**src/hw/rtl/xppd_pkg.sv**
```systemverilog
// xppd_pkg: types and constants of the packed pattern decoder
// no dependencies; used by the channel interfaces and xm_packed_pattern_decoder

package xppd_pkg;

    localparam int BYTE_W     = 8;
    localparam int CFG_W      = 6;
    localparam int CHANNEL_W  = 5;
    localparam int ROW_W      = 8;
    localparam int NUM_FIELDS = 5;

    localparam int DEFAULT_MAX_CHANNELS = 32;
    localparam int DEFAULT_MAX_ROWS     = 256;

    localparam logic [CFG_W-1:0] CHANNEL_COUNT_RESET = 6'd4;

    localparam int FLAG_BIT     = 7;
    localparam int FIELD_NOTE   = 0;
    localparam int FIELD_INSTR  = 1;
    localparam int FIELD_VOLUME = 2;
    localparam int FIELD_EFFECT = 3;
    localparam int FIELD_PARAM  = 4;

    localparam logic [NUM_FIELDS-1:0] UNPACKED_MASK = 5'h1E;
    localparam logic [BYTE_W-1:0]     EFFECT_BREAK  = 8'h0D;

    typedef enum logic [1:0] {
        STATUS_OK        = 2'd0,
        STATUS_TRUNCATED = 2'd1,
        STATUS_OVERFLOW  = 2'd2
    } status_t;

    typedef logic [NUM_FIELDS-1:0][BYTE_W-1:0] cell_fields_t;

endpackage

```
**src/hw/rtl/xppd_in_if.sv**
```systemverilog
// xppd_in_if: input channel of the decoder, one packed byte per item
// depends on xppd_pkg

interface xppd_in_if;
    logic                      valid;
    logic                      ready;
    logic [xppd_pkg::BYTE_W-1:0] data_byte;
    logic                      end_of_data;

    modport source (output valid, output data_byte, output end_of_data, input ready);
    modport sink   (input valid, input data_byte, input end_of_data, output ready);
endinterface

```
**src/hw/rtl/xppd_out_if.sv**
```systemverilog
// xppd_out_if: output channel of the decoder, one decoded cell per item
// depends on xppd_pkg

interface xppd_out_if;
    logic                           valid;
    logic                           ready;
    logic [xppd_pkg::BYTE_W-1:0]    note;
    logic [xppd_pkg::BYTE_W-1:0]    instrument;
    logic [xppd_pkg::BYTE_W-1:0]    volume;
    logic [xppd_pkg::BYTE_W-1:0]    effect;
    logic [xppd_pkg::BYTE_W-1:0]    param;
    logic [xppd_pkg::CHANNEL_W-1:0] channel;
    logic [xppd_pkg::ROW_W-1:0]     row;
    logic                           last_of_pattern;
    xppd_pkg::status_t              status;

    modport source (output valid, output note, output instrument, output volume,
                    output effect, output param, output channel, output row,
                    output last_of_pattern, output status, input ready);
    modport sink   (input valid, input note, input instrument, input volume,
                    input effect, input param, input channel, input row,
                    input last_of_pattern, input status, output ready);
endinterface

```
**src/hw/rtl/xm_packed_pattern_decoder.sv**
```systemverilog
// xm_packed_pattern_decoder: packed pattern bytes in, decoded cells out
// depends on xppd_pkg, xppd_in_if, xppd_out_if
//
// channel    direction  handshake      content
// byte_in    in         valid/ready    data_byte, end_of_data
// cell_out   out        valid/ready    note..param, channel, row, last_of_pattern, status
// cfg        in         cfg_wr_en      cfg_wr_data: channel_count
//
// one byte accepted per cycle while the result is not stalled; a cell is registered once the step takes its last byte
// the input register feeds one decode step into the result register
// a stalled result holds the decode step; one more byte is held in the input register
// reset clears all decode state and sets channel_count to 4

module xm_packed_pattern_decoder #(
    parameter int MAX_CHANNELS = xppd_pkg::DEFAULT_MAX_CHANNELS,
    parameter int MAX_ROWS     = xppd_pkg::DEFAULT_MAX_ROWS
) (
    input  logic                        clk,
    input  logic                        rst_n,
    input  logic                        cfg_wr_en,
    input  logic [xppd_pkg::CFG_W-1:0]  cfg_wr_data,
    xppd_in_if.sink                     byte_in,
    xppd_out_if.source                  cell_out
);

    localparam int CH_W = (MAX_CHANNELS > 1) ? $clog2(MAX_CHANNELS) : 1;
    localparam logic [6:0] MAX_CH_V = 7'(MAX_CHANNELS);
    localparam logic [xppd_pkg::ROW_W-1:0] LAST_ROW = xppd_pkg::ROW_W'(MAX_ROWS - 1);

    logic [xppd_pkg::CFG_W-1:0]  channel_count_reg;

    logic                        in_valid_reg;
    logic [xppd_pkg::BYTE_W-1:0] in_byte_reg;
    logic                        in_eod_reg;

    logic [CH_W-1:0]                   channel_index_reg, channel_index_next;
    logic [xppd_pkg::ROW_W-1:0]        row_index_reg, row_index_next;
    logic [xppd_pkg::NUM_FIELDS-1:0]   pending_reg, pending_next;
    xppd_pkg::cell_fields_t            fields_reg, fields_next;
    logic                              break_seen_reg, break_seen_next;
    logic                              done_reg, done_next;
    logic                              overflowed_reg, overflowed_next;

    logic                              out_valid_reg;
    xppd_pkg::cell_fields_t            out_fields_reg, out_fields_next;
    logic [xppd_pkg::CHANNEL_W-1:0]    out_channel_reg, out_channel_next;
    logic [xppd_pkg::ROW_W-1:0]        out_row_reg, out_row_next;
    logic                              out_last_reg, out_last_next;
    xppd_pkg::status_t                 out_status_reg, out_status_next;

    logic                              advance;
    logic                              emit;
    logic                              complete;
    logic [xppd_pkg::NUM_FIELDS-1:0]   pend_step;
    logic [xppd_pkg::NUM_FIELDS-1:0]   low_bit;
    xppd_pkg::cell_fields_t            step_fields;
    logic [6:0]                        eff_channels;
    logic [CH_W:0]                     index_inc;
    logic                              row_wrap;
    logic                              break_now;

    assign advance       = in_valid_reg && (!out_valid_reg || cell_out.ready);
    assign byte_in.ready = !in_valid_reg || advance;

    always_comb
    begin
        if (channel_count_reg == '0)
        begin
            eff_channels = 7'd1;
        end
        else if ({1'b0, channel_count_reg} > MAX_CH_V)
        begin
            eff_channels = MAX_CH_V;
        end
        else
        begin
            eff_channels = {1'b0, channel_count_reg};
        end
    end

    // one decode step on the registered byte
    always_comb
    begin
        step_fields = fields_reg;
        low_bit     = pending_reg & (~pending_reg + 1'b1);
        if (pending_reg == '0)
        begin
            if (in_byte_reg[xppd_pkg::FLAG_BIT])
            begin
                step_fields = '0;
                pend_step   = in_byte_reg[xppd_pkg::NUM_FIELDS-1:0];
            end
            else
            begin
                step_fields                       = '0;
                step_fields[xppd_pkg::FIELD_NOTE] = in_byte_reg;
                pend_step                         = xppd_pkg::UNPACKED_MASK;
            end
        end
        else
        begin
            for (int k = 0; k < xppd_pkg::NUM_FIELDS; k++)
            begin
                if (low_bit[k])
                begin
                    step_fields[k] = fields_reg[k] | in_byte_reg;
                end
            end
            pend_step = pending_reg & (pending_reg - 1'b1);
        end
    end

    assign complete  = (pend_step == '0);
    assign emit      = !done_reg && (complete || in_eod_reg);
    assign index_inc = {1'b0, channel_index_reg} + 1'b1;
    assign row_wrap  = (8'(index_inc) >= {1'b0, eff_channels});
    assign break_now = break_seen_reg
                    || (step_fields[xppd_pkg::FIELD_EFFECT] == xppd_pkg::EFFECT_BREAK);

    always_comb
    begin
        channel_index_next = channel_index_reg;
        row_index_next     = row_index_reg;
        pending_next       = pend_step;
        fields_next        = step_fields;
        break_seen_next    = break_seen_reg;
        done_next          = done_reg;
        overflowed_next    = overflowed_reg;
        out_last_next      = 1'b0;
        out_fields_next    = step_fields;
        out_channel_next   = xppd_pkg::CHANNEL_W'({5'd0, channel_index_reg});
        out_row_next       = row_index_reg;

        if (!complete)
        begin
            out_status_next = xppd_pkg::STATUS_TRUNCATED;
        end
        else if (overflowed_reg)
        begin
            out_status_next = xppd_pkg::STATUS_OVERFLOW;
        end
        else
        begin
            out_status_next = xppd_pkg::STATUS_OK;
        end

        if (done_reg)
        begin
            pending_next = pending_reg;
            fields_next  = fields_reg;
        end
        else if (complete)
        begin
            break_seen_next = break_now;
            fields_next     = '0;
            if (row_wrap)
            begin
                channel_index_next = '0;
                if (row_index_reg >= LAST_ROW)
                begin
                    row_index_next  = LAST_ROW;
                    overflowed_next = 1'b1;
                end
                else
                begin
                    row_index_next = row_index_reg + 1'b1;
                end
                if (break_now)
                begin
                    out_last_next = 1'b1;
                    done_next     = 1'b1;
                end
                break_seen_next = 1'b0;
            end
            else
            begin
                channel_index_next = index_inc[CH_W-1:0];
            end
        end

        // end of data starts the next pattern
        if (in_eod_reg)
        begin
            out_last_next      = 1'b1;
            channel_index_next = '0;
            row_index_next     = '0;
            pending_next       = '0;
            fields_next        = '0;
            break_seen_next    = 1'b0;
            done_next          = 1'b0;
            overflowed_next    = 1'b0;
        end
    end

    always_ff @(posedge clk or negedge rst_n)
    begin
        if (!rst_n)
        begin
            channel_count_reg <= xppd_pkg::CHANNEL_COUNT_RESET;
            in_valid_reg      <= 1'b0;
            channel_index_reg <= '0;
            row_index_reg     <= '0;
            pending_reg       <= '0;
            fields_reg        <= '0;
            break_seen_reg    <= 1'b0;
            done_reg          <= 1'b0;
            overflowed_reg    <= 1'b0;
            out_valid_reg     <= 1'b0;
        end
        else
        begin
            if (cfg_wr_en)
            begin
                channel_count_reg <= cfg_wr_data;
            end

            if (byte_in.valid && byte_in.ready)
            begin
                in_valid_reg <= 1'b1;
            end
            else if (advance)
            begin
                in_valid_reg <= 1'b0;
            end

            if (advance)
            begin
                channel_index_reg <= channel_index_next;
                row_index_reg     <= row_index_next;
                pending_reg       <= pending_next;
                fields_reg        <= fields_next;
                break_seen_reg    <= break_seen_next;
                done_reg          <= done_next;
                overflowed_reg    <= overflowed_next;
                out_valid_reg     <= emit;
            end
            else if (cell_out.ready)
            begin
                out_valid_reg <= 1'b0;
            end
        end
    end

    always_ff @(posedge clk)
    begin
        if (byte_in.valid && byte_in.ready)
        begin
            in_byte_reg <= byte_in.data_byte;
            in_eod_reg  <= byte_in.end_of_data;
        end
        if (advance && emit)
        begin
            out_fields_reg  <= out_fields_next;
            out_channel_reg <= out_channel_next;
            out_row_reg     <= out_row_next;
            out_last_reg    <= out_last_next;
            out_status_reg  <= out_status_next;
        end
    end

    assign cell_out.valid           = out_valid_reg;
    assign cell_out.note            = out_fields_reg[xppd_pkg::FIELD_NOTE];
    assign cell_out.instrument      = out_fields_reg[xppd_pkg::FIELD_INSTR];
    assign cell_out.volume          = out_fields_reg[xppd_pkg::FIELD_VOLUME];
    assign cell_out.effect          = out_fields_reg[xppd_pkg::FIELD_EFFECT];
    assign cell_out.param           = out_fields_reg[xppd_pkg::FIELD_PARAM];
    assign cell_out.channel         = out_channel_reg;
    assign cell_out.row             = out_row_reg;
    assign cell_out.last_of_pattern = out_last_reg;
    assign cell_out.status          = out_status_reg;

    a_trunc_is_last: assert property (@(posedge clk) disable iff (!rst_n)
        (cell_out.valid && cell_out.status == xppd_pkg::STATUS_TRUNCATED)
            |-> cell_out.last_of_pattern)
        else $error("truncated cell without last_of_pattern");

    a_done_silent: assert property (@(posedge clk) disable iff (!rst_n)
        done_reg |-> !emit)
        else $error("cell emitted after pattern break");

    a_overflow_row: assert property (@(posedge clk) disable iff (!rst_n)
        overflowed_reg |-> (row_index_reg == LAST_ROW))
        else $error("overflow flagged below last row");

    a_channel_range: assert property (@(posedge clk) disable iff (!rst_n)
        (8'(channel_index_reg) < 8'(MAX_CHANNELS)))
        else $error("channel index out of range");

    a_held_byte: assert property (@(posedge clk) disable iff (!rst_n)
        (in_valid_reg && !advance) |=> (in_valid_reg && $stable(in_byte_reg)))
        else $error("held byte lost while result stalled");

endmodule
```
**src/flat_wrapper.sv**
```systemverilog
// flat-port wrapper written by rule: the top's interface ports become plain ports
module xm_packed_pattern_decoder_flat 
#(
    parameter int MAX_CHANNELS = xppd_pkg::DEFAULT_MAX_CHANNELS,
    parameter int MAX_ROWS     = xppd_pkg::DEFAULT_MAX_ROWS
)
  (clk, rst_n, cfg_wr_en, cfg_wr_data, byte_in_valid, byte_in_data_byte, byte_in_end_of_data, byte_in_ready, cell_out_valid, cell_out_note, cell_out_instrument, cell_out_volume, cell_out_effect, cell_out_param, cell_out_channel, cell_out_row, cell_out_last_of_pattern, cell_out_status, cell_out_ready);
  xppd_in_if byte_in_i ();
  xppd_out_if cell_out_i ();
  input  logic clk;
  input  logic rst_n;
  input  logic cfg_wr_en;
  input  logic [xppd_pkg::CFG_W-1:0] cfg_wr_data;
  input wire logic [$bits(byte_in_i.valid)-1:0] byte_in_valid;
  input wire logic [$bits(byte_in_i.data_byte)-1:0] byte_in_data_byte;
  input wire logic [$bits(byte_in_i.end_of_data)-1:0] byte_in_end_of_data;
  output wire logic [$bits(byte_in_i.ready)-1:0] byte_in_ready;
  output wire logic [$bits(cell_out_i.valid)-1:0] cell_out_valid;
  output wire logic [$bits(cell_out_i.note)-1:0] cell_out_note;
  output wire logic [$bits(cell_out_i.instrument)-1:0] cell_out_instrument;
  output wire logic [$bits(cell_out_i.volume)-1:0] cell_out_volume;
  output wire logic [$bits(cell_out_i.effect)-1:0] cell_out_effect;
  output wire logic [$bits(cell_out_i.param)-1:0] cell_out_param;
  output wire logic [$bits(cell_out_i.channel)-1:0] cell_out_channel;
  output wire logic [$bits(cell_out_i.row)-1:0] cell_out_row;
  output wire logic [$bits(cell_out_i.last_of_pattern)-1:0] cell_out_last_of_pattern;
  output wire logic [$bits(cell_out_i.status)-1:0] cell_out_status;
  input wire logic [$bits(cell_out_i.ready)-1:0] cell_out_ready;
  assign byte_in_i.valid = byte_in_valid;
  assign byte_in_i.data_byte = byte_in_data_byte;
  assign byte_in_i.end_of_data = byte_in_end_of_data;
  assign byte_in_ready = byte_in_i.ready;
  assign cell_out_valid = cell_out_i.valid;
  assign cell_out_note = cell_out_i.note;
  assign cell_out_instrument = cell_out_i.instrument;
  assign cell_out_volume = cell_out_i.volume;
  assign cell_out_effect = cell_out_i.effect;
  assign cell_out_param = cell_out_i.param;
  assign cell_out_channel = cell_out_i.channel;
  assign cell_out_row = cell_out_i.row;
  assign cell_out_last_of_pattern = cell_out_i.last_of_pattern;
  assign cell_out_status = cell_out_i.status;
  assign cell_out_i.ready = cell_out_ready;
  xm_packed_pattern_decoder #(.MAX_CHANNELS(MAX_CHANNELS), .MAX_ROWS(MAX_ROWS)) u_core (.clk(clk), .rst_n(rst_n), .cfg_wr_en(cfg_wr_en), .cfg_wr_data(cfg_wr_data), .byte_in(byte_in_i), .cell_out(cell_out_i));
endmodule
```
**config.mk**
```make
export PLATFORM = sky130hd
export DESIGN_NAME = xm_packed_pattern_decoder_flat
export DESIGN_NICKNAME = d
export VERILOG_FILES = /design/src/hw/rtl/xppd_pkg.sv /design/src/hw/rtl/xppd_in_if.sv /design/src/hw/rtl/xppd_out_if.sv /design/src/hw/rtl/xm_packed_pattern_decoder.sv /design/src/flat_wrapper.sv
export SDC_FILE = /design/constraint.sdc
export NUM_CORES = 1
export LEC_CHECK = 0
export BUFFER_PORTS_ARGS = -buffer_cell sky130_fd_sc_hd__buf_2
export CELL_PAD_IN_SITES_DETAIL_PLACEMENT = 1
export CELL_PAD_IN_SITES_GLOBAL_PLACEMENT = 1
export CORE_AREA = 2 2 99 149
export CTS_BUF_LIST = sky130_fd_sc_hd__clkbuf_16
export CTS_CLUSTER_SIZE = 28
export DETAILED_ROUTE_END_ITERATION = 16
export DIE_AREA = 0 0 101 151
export HOLD_SLACK_MARGIN = 0.08
export PLACE_DENSITY = 0.71
export RECOVER_POWER = 100
export SLEW_MARGIN = 0
export SYNTH_ARGS = -nofsm -noshare
export SYNTH_HDL_FRONTEND = slang
export SYNTH_SLANG_ARGS = --single-unit
```
**constraint.sdc**
```tcl
create_clock -name clk -period 5.96 [get_ports clk]
set_clock_uncertainty 0.1 [all_clocks]
set_input_delay 0.298 -clock clk [delete_from_list [all_inputs] [get_ports clk]]
set_output_delay 0.298 -clock clk [all_outputs]
set_load 0.05 [all_outputs]
```
==> summary.md <==
| Metric | Value |
|---|---|
| Setup CP Type | `reg -> reg` |
| Worst Setup End Kind | `register` |
| Worst r2r dst | `u_core.cell_out.instrument[4]` |
| Synthesized cell area | `0.00576 sq mm` |
| R2r setup slk | `1840 ps` |
| Global-route wire length before repair | `23900 microns` |
| MaxCap Viol Count | `2` |
| Core ar. | `0.0139 sq mm` |
| Hold Path Sink | `u_core.channel_count_reg[4]` |
| Async SR Flop Fraction | `0.515` |
| Top_reg_cell synth | `dfrtp_1` |
| H-tree depth | `4` |
| Worst Hold Launch | `cfg_wr_en` |
| Syn Area/Cell | `12.6 sq um` |
| Inserted Diodes | `0` |
| CP arrival | `4050 ps` |
| Clk slew on worst S/H paths | `60 ps` |
| Cells after synthesis | `456` |
| Width of the die | `101 microns` |
| Synth Net Count | `484` |
| Sequential share of the synthesized area | `0.639` |
| Critical Path RT | `5890 ps` |
| Max reg flops | `40` |
| Clock buffer depth | `2` |
| Crit-path cells | `nor2_1 > nand3_1 > a21oi_1 > nor2_1 > nor3_1 > clkbuf_1` |
| Setup TNS | `0 ps` |
| Crit-path max FO | `20` |
| Total wire length | `14700 microns` |
| Drt wl/cell | `20.3 microns` |
| Synthesis Warnings | `0` |
| Status | `complete, but fails checks` |
| CTS Root Cell | `clkbuf_16` |
| Area Overhead vs Synth | `19.3%` |
| Worst Tran Pin Value | `2610 ps` |
| Synth Register Bits | `134` |
| Area after DPL | `0.00620 sq mm` |
| Worst path max stage delay | `1300 ps` |
| Leakage power | `2.75 nW` |
| GRT overflow | `0` |
| Startpoint Class | `register` |
| DR pass1 iterations | `5` |
| Cts bufs inserted | `17` |
| Worst hold path depth | `2` |
| Fillers | `1483` |
| Full die area | `0.0153 sq mm` |
| Clk_lat worst skew | `420 ps` |
| DP HPWL | `9240 microns` |
| Final setup viols | `0` |
| Layout cell share with drive strength beyond 1 | `0.115` |
| Drt drc | `0` |
| Crit path buf inv count | `1` |
| Initial Util | `0.413` |
| Min Tclk post-route | `4120 ps` |
| R2R cell count | `6` |
| Post-route cell area | `0.00687 sq mm` |
| Slowest-stage cell, CP | `a21oi_1` |
| Failing checks | `max-capacitance violations, max-slew violations` |
| CP most frequent cell | `nor2_1` |
| Drt initial violations | `210` |
| Reg2reg start | `u_core.in_byte_reg[4]` |
| Final Cycle Share | `0.691` |
| Final #Nets | `572` |
| Vias | `4176` |
| Routed Antenna Nets | `0` |
| IR drop worst, VDD | `0.304 mV` |
| Number of library cell types mapped by synthesis | `60` |
| Initial antenna violation count | `0` |
| Row cnt | `53` |
| Die H | `151 microns` |
| Via count of the first global-routing pass | `4353` |
| IO buf count | `77` |
| GRT Total Usage | `0.207` |
| CTS tree | `yes` |
| Pwr per Cell Area | `610 mW/mm^2` |
| Postcts setup bufs | `0` |
| HP Class | `in -> reg` |
| Post-synth EDFFs | `65` |
| RSZ-0062 raised after global routing | `no` |
| Gpl congestion | `0.760` |
| Final Hold Vio Count | `0` |
| Via-per-instance ratio | `5.78` |
| Ports | `78` |
| Slew Limit Fails | `39` |
| Max Freq | `243 MHz` |
| Sink Count | `134` |
| Largest net degree at the start of global routing | `70` |
| Delay-heaviest family, CP | `compound AO/OA/AOI/OAI gates` |
| Rel. slew slack | `-0.767` |
[cell type report]
cell class | instances | area [sq um] | share of cell area
Clock buffer | 17 | 425 | 0.0619
Multi-Input combinational cell | 281 | 1810 | 0.263
Tap cell | 165 | 206 | 0.0301
Timing Repair Buffer | 100 | 523 | 0.0762
Clock inverter | 15 | 188 | 0.0273
Sequential cell | 134 | 3680 | 0.536
Inverter | 10 | 37.5 | 0.00547
[routing by layer]
metal / GRT usage / share of wire
met5: 0 / 0
met4: 0.0885 / 0.022
met3: 0.0369 / 0.037
met2: 0.353 / 0.54
met1: 0.257 / 0.40
[cell families after synthesis]
logic type | after synthesis | share of synthesized area
mux | 6 | 0.0117
simple gates | 129 | 0.113
fa+ha+maj | 9 | 0.0191
buf+inv | 41 | 0.0389
flops | 134 | 0.639
xor+xnor | 3 | 0.00457
compound gates | 134 | 0.174
[through the flow]
| step | cells | utilization | worst slack [ps] | hold slack [ps] | total power [mW] |
|---|---|---|---|---|---|
| after floorplan | 456 | - | 7.73 | -97.6 | 2.84 |
| after global placement | 672 | 0.446 | 3180 | 377 | 3.12 |
| after detailed placement | 672 | 0.446 | 3070 | 376 | 3.18 |
| after CTS | 722 | 0.503 | 3070 | 128 | 4.30 |
| after global routing | 722 | 0.493 | 1510 | 150 | 4.41 |
| final | 722 | 0.493 | 1840 | 136 | 4.19 |
[power by group]
part / internal, mW / switching, mW / leakage, nW
clock network: 0.695 / 0.396 / 0.299
logic: 0.322 / 1.31 / 0.884
registers: 1.31 / 0.155 / 1.57
[cell usage in the layout, fill, tap and decap left out, drive strengths merged, types with 3 or more instances in the layout]
master       Yosys  routed
edfxtp          65      65
a21o             3       3
a22o            41      41
o21ai            9       9
o211ai           3       3
nor2            59      59
ha               8       8
a311oi           3       3
nand2           23      23
clkinv           1       8
buf             16      20
a31oi            6       6
a211oi           3       3
dfrtp           68      68
mux2             6       6
a41oi           13      13
inv              9      11
nor3            10      10
o31ai            4       4
dlygate4sd3      0      18
nand4            3       3
and3             3       3
and2             3       3
clkbuf          15      79
a21oi           37      37
nor4             4       4
nand3           10      10
nor2b            3       3
nand2b           4       4
bufinv           0       4
[cells in the mapped netlist (6+ instances only)]
library cell | instances | share of area
nor3_1 | 7 | 0.0061
a21oi_1 | 36 | 0.031
nand3_1 | 10 | 0.0087
inv_1 | 8 | 0.0052
o21ai_0 | 9 | 0.0078
edfxtp_1 | 65 | 0.34
nor2_1 | 59 | 0.038
a22o_1 | 41 | 0.062
mux2_2 | 6 | 0.012
buf_2 | 7 | 0.0061
ha_1 | 8 | 0.017
clkbuf_1 | 14 | 0.0091
dfrtp_1 | 68 | 0.30
a41oi_1 | 13 | 0.020
nand2_1 | 22 | 0.014
[worst reg2reg max path, delay by kind of cell, from the launching register on]
family	cells	cell delay (ps)
AO/OA/AOI/OAI	1	1300
buffers and inverters	1	890
flip-flops	1	630
AND/OR/NAND/NOR	4	800
[how the worst max path moves through the flow]
stage | startpoint | endpoint | depth (start not counted)
5_1_grt | u_core.in_byte_reg[7] | u_core.cell_out.instrument[4] | 6
2_1_floorplan | u_core.pending_reg[0] | u_core.cell_out.channel[0] | 8
3_3_place_gp | u_core.pending_reg[0] | u_core.cell_out.param[1] | 6
4_1_cts | u_core.pending_reg[0] | u_core.cell_out.note[2] | 6
3_5_place_dp | u_core.pending_reg[0] | u_core.cell_out.param[0] | 6
6_report | u_core.in_byte_reg[4] | u_core.cell_out.instrument[4] | 6
[what timing repair did]
item                                   4_1_cts  5_1_grt
gates resized for setup                      0        0
endpoints found under the hold margin       84        0
hold buffers                                18        0
(Power assumes the default switching activity.)
